## config.mk

```make
export PLATFORM = sky130hd
export DESIGN_NAME = trr_core_flat
export DESIGN_NICKNAME = d
export VERILOG_FILES = /design/src/hw/rtl/assert_macros.svh /design/src/hw/rtl/trr_pkg.sv /design/src/hw/rtl/trr_stream_if.sv /design/src/hw/rtl/trr_core.sv /design/src/flat_wrapper.sv
export SDC_FILE = /design/constraint.sdc
export NUM_CORES = 1
export LEC_CHECK = 0
export BUFFER_PORTS_ARGS = -buffer_cell sky130_fd_sc_hd__buf_4
export CORE_ASPECT_RATIO = 0.5
export CORE_UTILIZATION = 59
export CTS_CLUSTER_DIAMETER = 60
export CTS_CLUSTER_SIZE = 16
export DETAILED_ROUTE_END_ITERATION = 12
export PLACE_DENSITY_LB_ADDON = 0.1
export RECOVER_POWER = 25
export SLEW_MARGIN = 40
export SYNTH_ARGS = -nofsm -noshare
export SYNTH_HDL_FRONTEND = slang
export SYNTH_SLANG_ARGS = --single-unit
```

## constraint.sdc

```tcl
create_clock -name clk -period 10.7 [get_ports clk]
set_clock_uncertainty 0.2 [all_clocks]
set_input_delay 0.535 -clock clk [delete_from_list [all_inputs] [get_ports clk]]
set_output_delay 0.535 -clock clk [all_outputs]
set_load 0.02 [all_outputs]
```

## src/hw/rtl/assert_macros.svh

```systemverilog
// ---------------------------------------------------------------------------
// Assertion macros
// Shared concurrent assertion forms, clocked on clk and held off in reset.
// ---------------------------------------------------------------------------
`ifndef ASSERT_MACROS_SVH
`define ASSERT_MACROS_SVH

// same-cycle implication
`define ASSERT_HOLDS(label, ante, cons, msg) \
	label: assert property (@(posedge clk) disable iff (!arst_n) (ante) |-> (cons)) \
		else $error(msg);

// next-cycle implication
`define ASSERT_NEXT(label, ante, cons, msg) \
	label: assert property (@(posedge clk) disable iff (!arst_n) (ante) |=> (cons)) \
		else $error(msg);

`endif

```

## src/hw/rtl/trr_pkg.sv

```systemverilog
// ---------------------------------------------------------------------------
// trr_pkg
// Types and constants shared by the typed record reformatter.
// ---------------------------------------------------------------------------
package trr_pkg;

	localparam int unsigned MAX_TYPES = 8;
	localparam int unsigned CFG_WIDTH = 64;
	localparam int unsigned SLOTS     = 16;

	// fixed slot positions inside one burst of output words
	localparam int unsigned SLOT_SIZE  = 0;   // 4 bytes, little endian
	localparam int unsigned SLOT_TYPE0 = 4;   // type of the first section
	localparam int unsigned SLOT_LEN0  = 5;   // 4 bytes, big endian
	localparam int unsigned SLOT_DATA  = 9;   // the copied raw byte
	localparam int unsigned SLOT_TYPEN = 10;  // type of the section opened after it
	localparam int unsigned SLOT_LENN  = 11;  // 4 bytes, big endian
	localparam int unsigned SLOT_NUL   = 15;  // trailing nul

	localparam logic [7:0] UPPER_A  = 8'h41;
	localparam logic [7:0] UPPER_Z  = 8'h5A;
	localparam logic [7:0] NUL_BYTE = 8'h00;

	typedef enum logic [0:0] {
		REG_TYPE_SEQUENCE = 1'b0,
		REG_TYPE_COUNT    = 1'b1
	} reg_index_t;

	typedef struct packed {
		logic [7:0]  data_byte;
		logic [31:0] record_size;
		logic        record_end;
	} raw_word_t;

	typedef struct packed {
		logic [7:0] out_byte;
		logic       run_end;
		logic       record_done;
		logic       malformed;
	} fmt_word_t;

	typedef struct packed {
		logic [SLOTS-1:0][7:0] slots;
		logic [SLOTS-1:0]      mask;
		logic                  ended;
		logic                  bad;
	} burst_t;

	function automatic logic is_upper(input logic [7:0] c);
		return (c >= UPPER_A) && (c <= UPPER_Z);
	endfunction

endpackage

```

## src/hw/rtl/trr_stream_if.sv

```systemverilog
// ---------------------------------------------------------------------------
// trr_stream_if
// Valid/ready channel carrying one payload word per handshake.
// ---------------------------------------------------------------------------
interface trr_stream_if #(
	parameter type payload_t = logic
) ();
	logic     valid;
	logic     ready;
	payload_t data;

	modport source (output valid, output data, input ready);
	modport sink (input valid, input data, output ready);
endinterface

```

## src/hw/rtl/trr_core.sv

```systemverilog
// ---------------------------------------------------------------------------
// trr_core
// Input register, record parsing state and the burst builder for one word.
// ---------------------------------------------------------------------------
module trr_core (
	input  logic                                clk,
	input  logic                                arst_n,
	input  logic [trr_pkg::CFG_WIDTH-1:0]       type_sequence,
	input  logic [3:0]                          type_count,
	trr_stream_if.sink                          raw,
	output trr_pkg::burst_t                     burst,
	output logic                                burst_valid,
	input  logic                                burst_take
);
	import trr_pkg::*;

	typedef enum logic [1:0] {
		PH_NUL_COPY,
		PH_LEN_GATHER,
		PH_COUNTED,
		PH_LAST
	} phase_t;

	function automatic logic [7:0] type_at(input logic [CFG_WIDTH-1:0] seq,
		input logic [2:0] idx);
		logic [CFG_WIDTH-1:0] sh;
		sh = seq >> {idx, 3'b000};
		return sh[7:0];
	endfunction

	logic                 s1_valid_q;
	raw_word_t            word_s1;
	logic                 in_record_q;
	logic [3:0]           section_index_q;
	phase_t               phase_q;
	logic [1:0]           len_seen_q;
	logic [31:0]          left_q;
	logic [31:0]          consumed_q;
	logic [31:0]          size_q;
	logic [CFG_WIDTH-1:0] seq_q;
	logic [3:0]           cnt_q;

	logic                 first;
	logic                 advance;
	logic [3:0]           cnt_in;
	logic [CFG_WIDTH-1:0] eff_seq;
	logic [3:0]           eff_cnt;
	logic [31:0]          eff_size;
	logic [31:0]          eff_consumed;
	logic [3:0]           eff_si;
	phase_t               eff_phase;
	logic [1:0]           eff_seen;
	logic [31:0]          eff_left;
	logic [7:0]           type0;
	logic [7:0]           last_type;
	logic                 last_upper;
	logic [31:0]          total;
	logic [31:0]          consumed_new;
	logic                 done_head;
	phase_t               ph_after;
	logic [1:0]           seen_after;
	logic [31:0]          left_after;
	logic                 ended;
	logic [3:0]           si_next;
	logic                 last_c;
	logic [7:0]           type_c;
	logic                 open_c;
	logic [31:0]          len_c;
	logic                 bad;
	logic                 nul;

	assign advance     = s1_valid_q && burst_take;
	assign raw.ready   = !s1_valid_q || burst_take;
	assign burst_valid = s1_valid_q;

	always_comb begin
		first        = !in_record_q;
		cnt_in       = (type_count > 4'(MAX_TYPES)) ? 4'(MAX_TYPES) : type_count;
		eff_seq      = first ? type_sequence : seq_q;
		eff_cnt      = first ? cnt_in : cnt_q;
		eff_size     = first ? word_s1.record_size : size_q;
		eff_consumed = first ? 32'd0 : consumed_q;
		eff_si       = first ? 4'd0 : section_index_q;
		eff_seen     = first ? 2'd0 : len_seen_q;
		eff_left     = first ? 32'd0 : left_q;
		type0        = eff_seq[7:0];
		last_type    = type_at(eff_seq, 3'(eff_cnt - 4'd1));
		last_upper   = is_upper(last_type);

		// section opened on the first byte
		if (!first) begin
			eff_phase = phase_q;
		end else if (eff_cnt <= 4'd1) begin
			eff_phase = PH_LAST;
		end else if (is_upper(type0)) begin
			eff_phase = PH_LEN_GATHER;
		end else begin
			eff_phase = PH_NUL_COPY;
		end

		total = eff_size;
		if (eff_cnt != 4'd0) begin
			total = eff_size + {28'd0, eff_cnt} + (last_upper ? 32'd4 : 32'd1);
		end

		consumed_new = eff_consumed + 32'd1;

		done_head  = 1'b0;
		ph_after   = eff_phase;
		seen_after = eff_seen;
		left_after = eff_left;
		unique case (eff_phase)
			PH_NUL_COPY: begin
				done_head = (word_s1.data_byte == NUL_BYTE);
			end
			PH_LEN_GATHER: begin
				left_after = {eff_left[23:0], word_s1.data_byte};
				seen_after = eff_seen + 2'd1;
				if (eff_seen == 2'd3) begin
					if (left_after == 32'd0) begin
						done_head = 1'b1;
					end else begin
						ph_after = PH_COUNTED;
					end
				end
			end
			PH_COUNTED: begin
				left_after = eff_left - 32'd1;
				done_head  = (left_after == 32'd0);
			end
			PH_LAST: begin
			end
			default: begin
			end
		endcase

		ended   = word_s1.record_end || (consumed_new >= eff_size);
		si_next = eff_si + 4'd1;
		last_c  = ({1'b0, si_next} + 5'd1) >= {1'b0, eff_cnt};
		type_c  = last_c ? last_type : type_at(eff_seq, si_next[2:0]);
		// only the last section is still opened once the record has ended
		open_c  = done_head && (last_c || !ended);
		len_c   = eff_size - consumed_new;

		if (open_c) begin
			if (last_c) begin
				ph_after = PH_LAST;
			end else begin
				ph_after   = is_upper(type_c) ? PH_LEN_GATHER : PH_NUL_COPY;
				seen_after = 2'd0;
				left_after = 32'd0;
			end
		end

		bad = (ph_after != PH_LAST) || (consumed_new != eff_size);
		nul = ended && (ph_after == PH_LAST) && (eff_cnt != 4'd0) && !last_upper;

		burst.ended = ended;
		burst.bad   = bad;
		burst.slots = '0;
		burst.mask  = '0;
		for (int i = 0; i < 4; i++) begin
			burst.slots[SLOT_SIZE + i] = total[8*i +: 8];
			burst.slots[SLOT_LEN0 + i] = eff_size[8*(3-i) +: 8];
			burst.slots[SLOT_LENN + i] = len_c[8*(3-i) +: 8];
			burst.mask[SLOT_SIZE + i]  = first;
			burst.mask[SLOT_LEN0 + i]  = first && (eff_cnt == 4'd1) && last_upper;
			burst.mask[SLOT_LENN + i]  = open_c && last_c && last_upper;
		end
		burst.slots[SLOT_TYPE0] = type0;
		burst.mask[SLOT_TYPE0]  = first && (eff_cnt != 4'd0);
		burst.slots[SLOT_DATA]  = word_s1.data_byte;
		burst.mask[SLOT_DATA]   = 1'b1;
		burst.slots[SLOT_TYPEN] = type_c;
		burst.mask[SLOT_TYPEN]  = open_c;
		burst.slots[SLOT_NUL]   = NUL_BYTE;
		burst.mask[SLOT_NUL]    = nul;
	end

	always_ff @(posedge clk) begin
		if (raw.valid && raw.ready) begin
			word_s1 <= raw.data;
		end
	end

	always_ff @(posedge clk or negedge arst_n) begin
		if (!arst_n) begin
			s1_valid_q      <= 1'b0;
			in_record_q     <= 1'b0;
			section_index_q <= 4'd0;
			phase_q         <= PH_NUL_COPY;
			len_seen_q      <= 2'd0;
			left_q          <= 32'd0;
			consumed_q      <= 32'd0;
			size_q          <= 32'd0;
			seq_q           <= '0;
			cnt_q           <= 4'd0;
		end else begin
			if (raw.valid && raw.ready) begin
				s1_valid_q <= 1'b1;
			end else if (advance) begin
				s1_valid_q <= 1'b0;
			end
			if (advance) begin
				consumed_q <= consumed_new;
				size_q     <= eff_size;
				seq_q      <= eff_seq;
				cnt_q      <= eff_cnt;
				if (ended) begin
					in_record_q     <= 1'b0;
					section_index_q <= 4'd0;
					phase_q         <= PH_NUL_COPY;
					len_seen_q      <= 2'd0;
					left_q          <= 32'd0;
				end else begin
					in_record_q     <= 1'b1;
					section_index_q <= done_head ? si_next : eff_si;
					phase_q         <= ph_after;
					len_seen_q      <= seen_after;
					left_q          <= left_after;
				end
			end
		end
	end

endmodule

```

## src/flat_wrapper.sv

```systemverilog
// flat-port wrapper written by rule: the top's interface ports become plain ports
module trr_core_flat import trr_pkg::*;
  (clk, arst_n, type_sequence, type_count, burst, burst_valid, burst_take, raw_valid, raw_data, raw_ready);
  trr_stream_if raw_i ();
  input  logic clk;
  input  logic arst_n;
  input  logic [trr_pkg::CFG_WIDTH-1:0] type_sequence;
  input  logic [3:0] type_count;
  output trr_pkg::burst_t burst;
  output logic burst_valid;
  input  logic burst_take;
  input wire logic [$bits(raw_i.valid)-1:0] raw_valid;
  input wire logic [$bits(raw_i.data)-1:0] raw_data;
  output wire logic [$bits(raw_i.ready)-1:0] raw_ready;
  assign raw_i.valid = raw_valid;
  assign raw_i.data = raw_data;
  assign raw_ready = raw_i.ready;
  trr_core u_core (.clk(clk), .arst_n(arst_n), .type_sequence(type_sequence), .type_count(type_count), .raw(raw_i), .burst(burst), .burst_valid(burst_valid), .burst_take(burst_take));
endmodule
```

Word level (Yosys, flattened, before mapping)
Cells that the tools add are included.

storage, ports and cells
  bits in registers = 175
  latch bits = 0
  bits in writable memories = 0
  bits in read-only memories = 0
  bits of input ports = 73
  output and inout port bits = 148
  word-level logic and storage cells = 103
  memories kept = 0

cells by class
  $add $sub $neg = 9
  multiply operators = 0
  divide/modulo/power cells = 0
  magnitude comparators = 10
  equality and inequality tests = 7
  shift operators = 2
  mux-type cells = 37
  bitwise logic cells = 0
  reductions and logical operators = 27

operators by type and width
  cell                     count
  $mux W32                 7
  $shr A64 B6 Y8           2
  $logic_not A32 Y1        2
  $mux W64                 1
  $pmux W32 S2             1
  $add A32 B1 Y32 const B  1
  $add A32 B32 Y32         1
  $add A32 B4 Y32          1
  $ge A32 B32 Y1           1
  $ne A32 B32 Y1           1
  $sub A32 B1 Y32 const B  1
  $sub A32 B32 Y32         1
  $mux W2                  13
  $ge A8 B7 Y1 const B     3
  $le A8 B7 Y1 const B     3
  $mux W4                  5
  $logic_and A1 B1 Y1      14
  $mux W8                  1
  $mux W1                  7
  $eq A2 B2 Y1 const B     3
  $add A4 B1 Y5 const B    1
  $ge A5 B4 Y1             1
  $add A4 B1 Y4 const B    1
  $eq A4 B1 Y1 const B     1
  other kinds (13)         19

Longest topological paths before layout
Gate-level depths: netlist of run 1.

  word-level depth = 15
  gate-level depth with buffers = 36

Least setup slack after synthesis of run 1
Ideal clock, no wire load.

  path type = reg-to-output
  from = reg u_core.in_record_q
  to = out burst[44] in the netlist's numbering
  arrival = 7997 ps
  data required time = 9965 ps
  setup slack = 1968 ps
  stages on the path, launching flop included = 34
  path buffers = 12
  path through = dfrtp_1 -> buf_2 -> buf_2 -> buf_2 -> buf_2 -> buf_2 -> clkbuf_1 -> clkbuf_1 -> clkbuf_1 -> clkbuf_1 -> nand2_1 -> o21ai_0 -> inv_1 -> ha_1 -> clkbuf_1 -> clkbuf_1 -> clkbuf_1 -> mux4_2 -> mux2i_1 -> a21bo_2 -> o32ai_1 -> o311ai_0 -> fa_1 -> inv_1 -> ha_1 -> a21o_1 -> a21oi_1 -> nand2b_1 -> a2111oi_1 -> and3_1 -> nand4_1 -> or4_1 -> nor2_1 -> xor2_1

RTL lines
  what                    line               text
  from (decl)             trr_core.sv:33     logic in_record_q;
  from (signal assigned)  trr_core.sv:189    in_record_q <= 1'b0;
  from (signal assigned)  trr_core.sv:210    in_record_q <= 1'b0;
  from (signal assigned)  trr_core.sv:216    in_record_q <= 1'b1;
  to (decl)               flat_wrapper.sv:9  output trr_pkg::burst_t burst;

==> results of run 1 <==
-- state kept, by name (all words and copies together) (netlist names), 2 cells and up --
name                    cells
u_core.consumed_q          32
u_core.section_index_q      4
u_core.left_q              32
u_core.cnt_q                4
u_core.len_seen_q           2
u_core.seq_q               64
u_core.size_q              32
u_core.phase_q              2
-- power by group through the flow --
stage / logic [uW] / clock network [uW] / registers, uW
floorplan: 195 / 0 / 732
global placement: 277 / 0 / 741
detailed placement: 284 / 0 / 744
CTS: 288 / 693 / 732
global route: 312 / 718 / 737
finish: 289 / 684 / 734
-- metal layers --
layer	wire [um]	vias to the layer above	part of all wire [%]
met1	18650	6589	43
met3	3606	87	8.4
met4	778	0	1.8
met2	20100	635	47
li1	-	6195	-
met5	0	-	0
-- per-stage QoR --
| step | hold WS (ns) | total power [uW] |
|---|---|---|
| final | 0.07851 | 1707 |
| after global routing | 0.06623 | 1767 |
| after CTS | 0.04313 | 1713 |
| after detailed placement | 0.2654 | 1029 |
| after global placement | 0.2620 | 1018 |
| after floorplan | 0.03941 | 927.1 |
-- synth_stat cells, drive strengths merged, types with 33 or more instances --
master / count / area share [%]
o21ai: 98 / 3.4
nor2: 89 / 2.3
clkbuf: 71 / 1.8
buf: 78 / 3.4
nor3: 40 / 1.4
inv: 66 / 1.7
nand2: 205 / 5.3
ha: 55 / 4.7
mux2i: 53 / 3.6
dfrtp: 174 / 30
nand3: 56 / 2.0
xnor2: 56 / 3.4
xor2: 40 / 2.4
mux4: 33 / 5.1
mux2: 81 / 6.2
and2: 79 / 3.4
a21oi: 87 / 3.0
-- cell type report --
cell class              instances  share of cell area, %
well taps                     336                  2.519
multi-input cells            1302                  55.98
clock buffers                  19                  2.714
flip-flops and latches        175                  26.29
clock inverters                12                  1.080
repair buffers                222                  9.934
inverters                      66                  1.484
-- kinds of logic (layout without fill, tap and decap cells) --
group,after synthesis,in the layout,share of synthesized area (%)
buffers and inverters,215,319,6.906
multiplexers,167,167,14.95
adder cells (fa/ha/maj),59,59,5.255
XOR/XNOR,96,96,5.751
flip-flops,175,175,29.99
AO/OA/AOI/OAI,366,366,16.62
other,2,17,0.05137
AND/OR/NAND/NOR,597,597,20.48
-- worst paths after layout --
| kind | from | end | slack [ns] |
|---|---|---|---|
| worst max-delay path | u_core.in_record_q$_DFFE_PN0P_ | burst[49] | 1.76 |
| worst min-delay path | raw_data | u_core.word_s1[0]$_DFFE_PP_ | 0.08 |
| worst max register to register | u_core.in_record_q$_DFFE_PN0P_ | u_core.left_q[6]$_DFFE_PN0P_ | 3.57 |
| worst min register to register | u_core.size_q[1]$_DFFE_PN0P_ | u_core.size_q[1]$_DFFE_PN0P_ | 0.28 |
| max in group asynchronous | arst_n | u_core.in_record_q$_DFFE_PN0P_ | 4.39 |
| min in group asynchronous | arst_n | u_core.consumed_q[30]$_DFFE_PN0P_ | 0.84 |
-- worst register-to-register path, cell delays in order (launching register included) --
cell       delay [ns]
dfrtp_4          0.87
buf_4            0.64
nand4_1          0.40
nor3_1           0.40
nor3b_1          0.48
and2_1           0.22
nand2_1          0.07
xnor2_1          0.14
nand2_1          0.14
ha_1             0.39
o21a_1           0.12
a21oi_1          0.44
a21oi_1          0.18
nor4_1           0.33
a21boi_1         0.59
a2bb2oi_4        0.56
a211o_4          0.39
o21ai_4          0.22
a32o_1           0.25
==> results.json, run 1 <==
{
  "max_freq_mhz": 111.9,
  "nets": 1916,
  "rr_worst_depth": 18,
  "tightest_slew_ns": 4.121,
  "clock_latency_ns": 0.45,
  "regArea_sq_um": 4388,
  "grtUsageMet1_pct": 47.52,
  "postCtsHoldBufs": 1,
  "fin_crit_ns": 8.937,
  "finalMaxSlewViolations": 274,
  "ir_drop_mv": 0.1021,
  "p_leak_uw": 0.007565,
  "finalCritPeriodShare_pct": 83.52,
  "grt_use_met3_pct": 7.427,
  "arrival_ns": 8.20,
  "postLayoutCoreUtil_pct": 69.04,
  "syn_area_sq_um": 14620,
  "dieArea_sq_um": 25450,
  "avgSynthCellArea_sq_um": 8.718,
  "cts_buffer_depth": 2,
  "layout_commonest_cell": "buf_4",
  "met2_usage_pct": 55.42,
  "async_reset_ff_share_pct": 99.43,
  "first_pass_iters": 7,
  "first_iter_violations": 1278,
  "yosys_warnings": 0,
  "post-place-ws_ns": 2.425,
  "pin_count": 221,
  "drc": 0,
  "grt.busiest_layer": "met2",
  "clk_pin_slew_ns": 0.07,
  "die_y_um": 113.3,
  "io_buffers": 203,
  "ant_nets": 0,
  "synth-seq-cells": 175,
  "place_hpwl_um": 31340,
  "start_util_pct": 60.48,
  "finalSetupViolCount": 0,
  "core_sq_um": 24170,
  "cp.required_ns": 9.97,
  "htree_levels": 4,
  "outcome": "finished with violations",
  "yosysSeqAreaShare_pct": 29.99,
  "drt-wirelength-per-cell_um": 20.23,
  "die_w_um": 224.6,
  "cp.depth": 27,
  "placed_area_sq_um": 16060,
  "syn_inst": 1677,
  "cts.sinks": 175,
  "root_buffer": "clkbuf_16",
  "crit_fanout": 65,
  "cts_resized": 0,
  "share_comb_of_total_power_pct": 16.9,
  "worst_slack_ns": 1.763,
  "globalplace.congestion": 0.9698,
  "grt_max_degree": 101,
  "grt_pass1_vias": 12860,
  "hp-class": "input pin to flip-flop",
  "grt_use_total_pct": 34.59,
  "fin_area_sq_um": 16690,
  "post-cts-setup-buffers": 0,
  "rows": 40,
  "viasPerCell": 6.335,
  "synthFlopType": "dfrtp_1",
  "place_inst": 2099,
  "layout.cells.non_filler": 2132,
  "fillers": 1988,
  "finalSetupTns_ns": 0,
  "p_int_uw": 1234,
  "critPathBufInv": 6,
  "antenna_found_initial": 0,
  "drv_cap": 4,
  "power_frac_seq_pct": 43.0,
  "final_cell_mix": "215 x buf_4, 202 x nand2_1, 173 x dfrtp_1",
  "crit_path_top_delay_cell": "dfrtp_4",
  "vias": 13510,
  "powerDensity_nw_per_um2": 102.3,
  "grt-ovfl-total": 0,
  "cts_buffers": 17,
  "cpPeakStageDelay_ns": 0.74,
  "hold_viol_final": 0,
  "area_delta_synth_final_pct": 14.15,
  "antenna_cells": 0,
  "grt_pass1_wl_um": 69190,
  "critical_path_class": "flip-flop to primary output",
  "finalWirelength_um": 43140,
  "layout-drive-gt1-share_pct": 22.49,
  "synth_edf_count": 1,
  "max_slew_margin_pct": -174.7,
  "startpoint_type": "flip-flop",
  "worstSetupEndpointType": "primary output",
  "p_sw_share_pct": 27.73,
  "crit_family": "simple AND/OR/NAND/NOR gates",
  "violations": "max-capacitance violations, max-slew violations",
  "p_sw_uw": 473.5,
  "pwr-share-clk_pct": 40.1,
  "hold_depth": 1,
  "path_common_cell": "inv_1",
  "rsz0062_at_grt": "no",
  "cts_tree": "built",
  "multi_input_area_sq_um": 9341,
  "synth_cell_type_count": 90
}
Note: power is estimated with default switching activity, not from simulation.
==> run 2, diff against run 1 <==
--- a/config.mk
+++ b/config.mk
@@ -7,7 +7,7 @@
 export LEC_CHECK = 0
 export BUFFER_PORTS_ARGS = -buffer_cell sky130_fd_sc_hd__buf_4
 export CORE_ASPECT_RATIO = 0.5
-export CORE_UTILIZATION = 59
+export CORE_UTILIZATION = 53
 export CTS_CLUSTER_DIAMETER = 60
 export CTS_CLUSTER_SIZE = 16
 export DETAILED_ROUTE_END_ITERATION = 12
==> constraint.sdc (replaced) <==
create_clock -name clk -period 7.5 [get_ports clk]
set_clock_uncertainty 0.2 [all_clocks]
set_input_delay 0.375 -clock clk [delete_from_list [all_inputs] [get_ports clk]]
set_output_delay 0.375 -clock clk [all_outputs]
set_load 0.02 [all_outputs]
==> run 2 against run 1 <==
  * The run still ends with max-capacitance violations, max-slew violations left
  * Wire length up 1.7%
  * Sequential power up 43%
  * Critical endpoint unchanged
  * Die area rose by 11%
  * Total power rose by 42%
  * Register-to-register slack lost 2.7 ns
  * Clock power grew 36%
==> results.json, run 2 (same netlist as run 1, synthesis figures left out) <==
{
  "die_w_um": 236.9,
  "fin_crit_ns": 7.147,
  "rows": 42,
  "cts_buffer_depth": 2,
  "hold_depth": 3,
  "io_buffers": 203,
  "critPathBufInv": 6,
  "start_util_pct": 54.66,
  "first_pass_iters": 5,
  "r2r_slack_ns": 0.85,
  "rsz0062_at_grt": "yes",
  "finalPower_uw": 2429,
  "root_buffer": "clkbuf_16",
  "nets": 1991,
  "place_hpwl_um": 31760,
  "ant_nets": 0,
  "drc": 0,
  "hold_viol_final": 0,
  "outcome": "finished with violations",
  "worst_slack_ns": 0.3535,
  "tightest_slew_ns": 3.651,
  "grt_max_degree": 95,
  "max_freq_mhz": 139.9,
  "dieArea_sq_um": 28290,
  "rr_worst_depth": 19,
  "core_sq_um": 26750,
  "antenna_cells": 0,
  "critical_path_class": "flip-flop to primary output",
  "area_delta_synth_final_pct": 20.08,
  "finalCritPeriodShare_pct": 95.29,
  "die_y_um": 119.4,
  "p_leak_uw": 0.007919,
  "largest_reg_flops": 64,
  "pin_count": 221,
  "finalSetupViolCount": 0,
  "crit_family": "simple AND/OR/NAND/NOR gates",
  "grt_pass1_vias": 13290,
  "viasPerCell": 6.169,
  "powerDensity_nw_per_um2": 138.4,
  "max_slew_margin_pct": -143.4,
  "drv_cap": 1,
  "clk_pin_slew_ns": 0.07,
  "cts_buffers": 17,
  "post-place-ws_ns": 0.06707,
  "crit_fanout": 8,
  "cts.sinks": 175,
  "ir_drop_mv": 0.1613,
  "clock_latency_ns": 0.46,
  "timing.rr.start": "u_core.in_record_q$_DFFE_PN0P_",
  "cts_tree": "built",
  "globalplace.congestion": 0.9218,
  "hp-class": "input pin to flip-flop",
  "timing.rr.end": "u_core.left_q[3]$_DFFE_PN0P_",
  "first_iter_violations": 1408,
  "layout-drive-gt1-share_pct": 23.34,
  "fillers": 2248,
  "drt-wirelength-per-cell_um": 19.72,
  "finalWirelength_um": 43860,
  "violations": "max-capacitance violations, max-slew violations",
  "path_common_cell": "inv_1",
  "htree_levels": 4,
  "layout_commonest_cell": "buf_4",
  "vias": 13720,
  "arrival_ns": 6.57,
  "antenna_found_initial": 0,
  "min_from": "type_count[2]",
  "cpPeakStageDelay_ns": 0.53,
  "grt-ovfl-total": 0,
  "worstSetupEndpointType": "primary output",
  "final_cell_mix": "225 x buf_4, 202 x nand2_1, 173 x dfrtp_1",
  "startpoint_type": "flip-flop",
  "largest-register": "u_core.seq_q",
  "min_to": "u_core.cnt_q[2]$_DFFE_PN0P_",
  "crit_path_top_delay_cell": "or4_4",
  "grt_use_total_pct": 31.52,
  "cp.required_ns": 6.92,
  "finalMaxSlewViolations": 61,
  "grt_pass1_wl_um": 70370
}
==> run 2: cell count changes in the layout (fill, tap and decap cells not counted), moves of 3 or more <==
cell | before | now
buf_6 | 1 | 4
nor3_1 | 39 | 36
a2111oi_0 | 3 | 0
bufinv_16 | 4 | 1
clkinv_4 | 1 | 4
dlygate4sd3_1 | 1 | 64
buf_4 | 215 | 225
a31oi_1 | 13 | 10
inv_8 | 0 | 4
a31oi_2 | 0 | 3
==> run 2: how the worst max path moves through the flow <==
| stage | start | end | cells past startpoint | slack, ns |
|---|---|---|---|---|
| final | u_core.in_record_q$_DFFE_PN0P_ | burst[49] | 26 | 0.35 |
| after global routing | u_core.in_record_q$_DFFE_PN0P_ | burst[49] | 26 | -0.02 |
| after CTS | u_core.in_record_q$_DFFE_PN0P_ | burst[49] | 26 | 0.004 |
| after detailed placement | type_count[3] | burst[49] | 27 | 0.07 |
| after global placement | type_count[3] | burst[49] | 27 | 0.31 |
| after floorplan | u_core.in_record_q$_DFFE_PN0P_ | burst[44] | 33 | -0.02 |
==> run 2: final cells by class <==
| class | count | area (sq um) | share of cell area (%) |
|---|---|---|---|
| inverter | 66 | 247.7 | 1.411 |
| clock buffer | 18 | 429.2 | 2.445 |
| clock inverter | 14 | 168.9 | 0.9622 |
| timing repair buffer | 297 | 2394 | 13.63 |
| tap | 352 | 440.4 | 2.509 |
| multi-input combinational | 1302 | 9488 | 54.04 |
| sequential | 175 | 4388 | 24.99 |
==> run 2: tightest hold or removal path, cell delays in order <==
cell,delay (ns)
buf_4,0.13
nand2_1,0.05
o21ai_0,0.07
==> run 2: what timing repair did <==
action,4_1_cts,5_1_grt
hold endpoints to repair,121,0
endpoints found under the setup margin,7,8
resized for setup,9,18
hold buffers,64,0
pin swaps,2,3
setup buffers,1,2
==> run 2: power by group <==
group	internal (uW)	switching [uW]	total, uW
Clock	477	452	930
Sequential	999	46.4	1050
Combinational	213	241	454
==> run 2: per-layer routing <==
layer / track usage, % / wire length [um] / part of all wire, %
met2: 50.85 / 20420 / 47
met5: 0 / 0 / 0
met3: 6.305 / 3174 / 7.2
met4: 9.943 / 947 / 2.2
met1: 42.65 / 19320 / 44
==> run 2: through the flow <==
stage / hold WS [ns] / cell area, sq um / cells / TNS, ns / util [%]
2_1_floorplan: -0.1206 / 14750 / 1692 / -0.03510 / -
3_3_place_gp: 0.1922 / 16160 / 2125 / 0 / 60.43
3_5_place_dp: 0.2031 / 16180 / 2125 / 0 / 60.47
4_1_cts: 0.003147 / 17450 / 2222 / 0 / 65.25
5_1_grt: 0.02050 / 17560 / 2224 / -0.02347 / 65.63
6_report: 0.01694 / 17560 / 2224 / 0 / 65.63
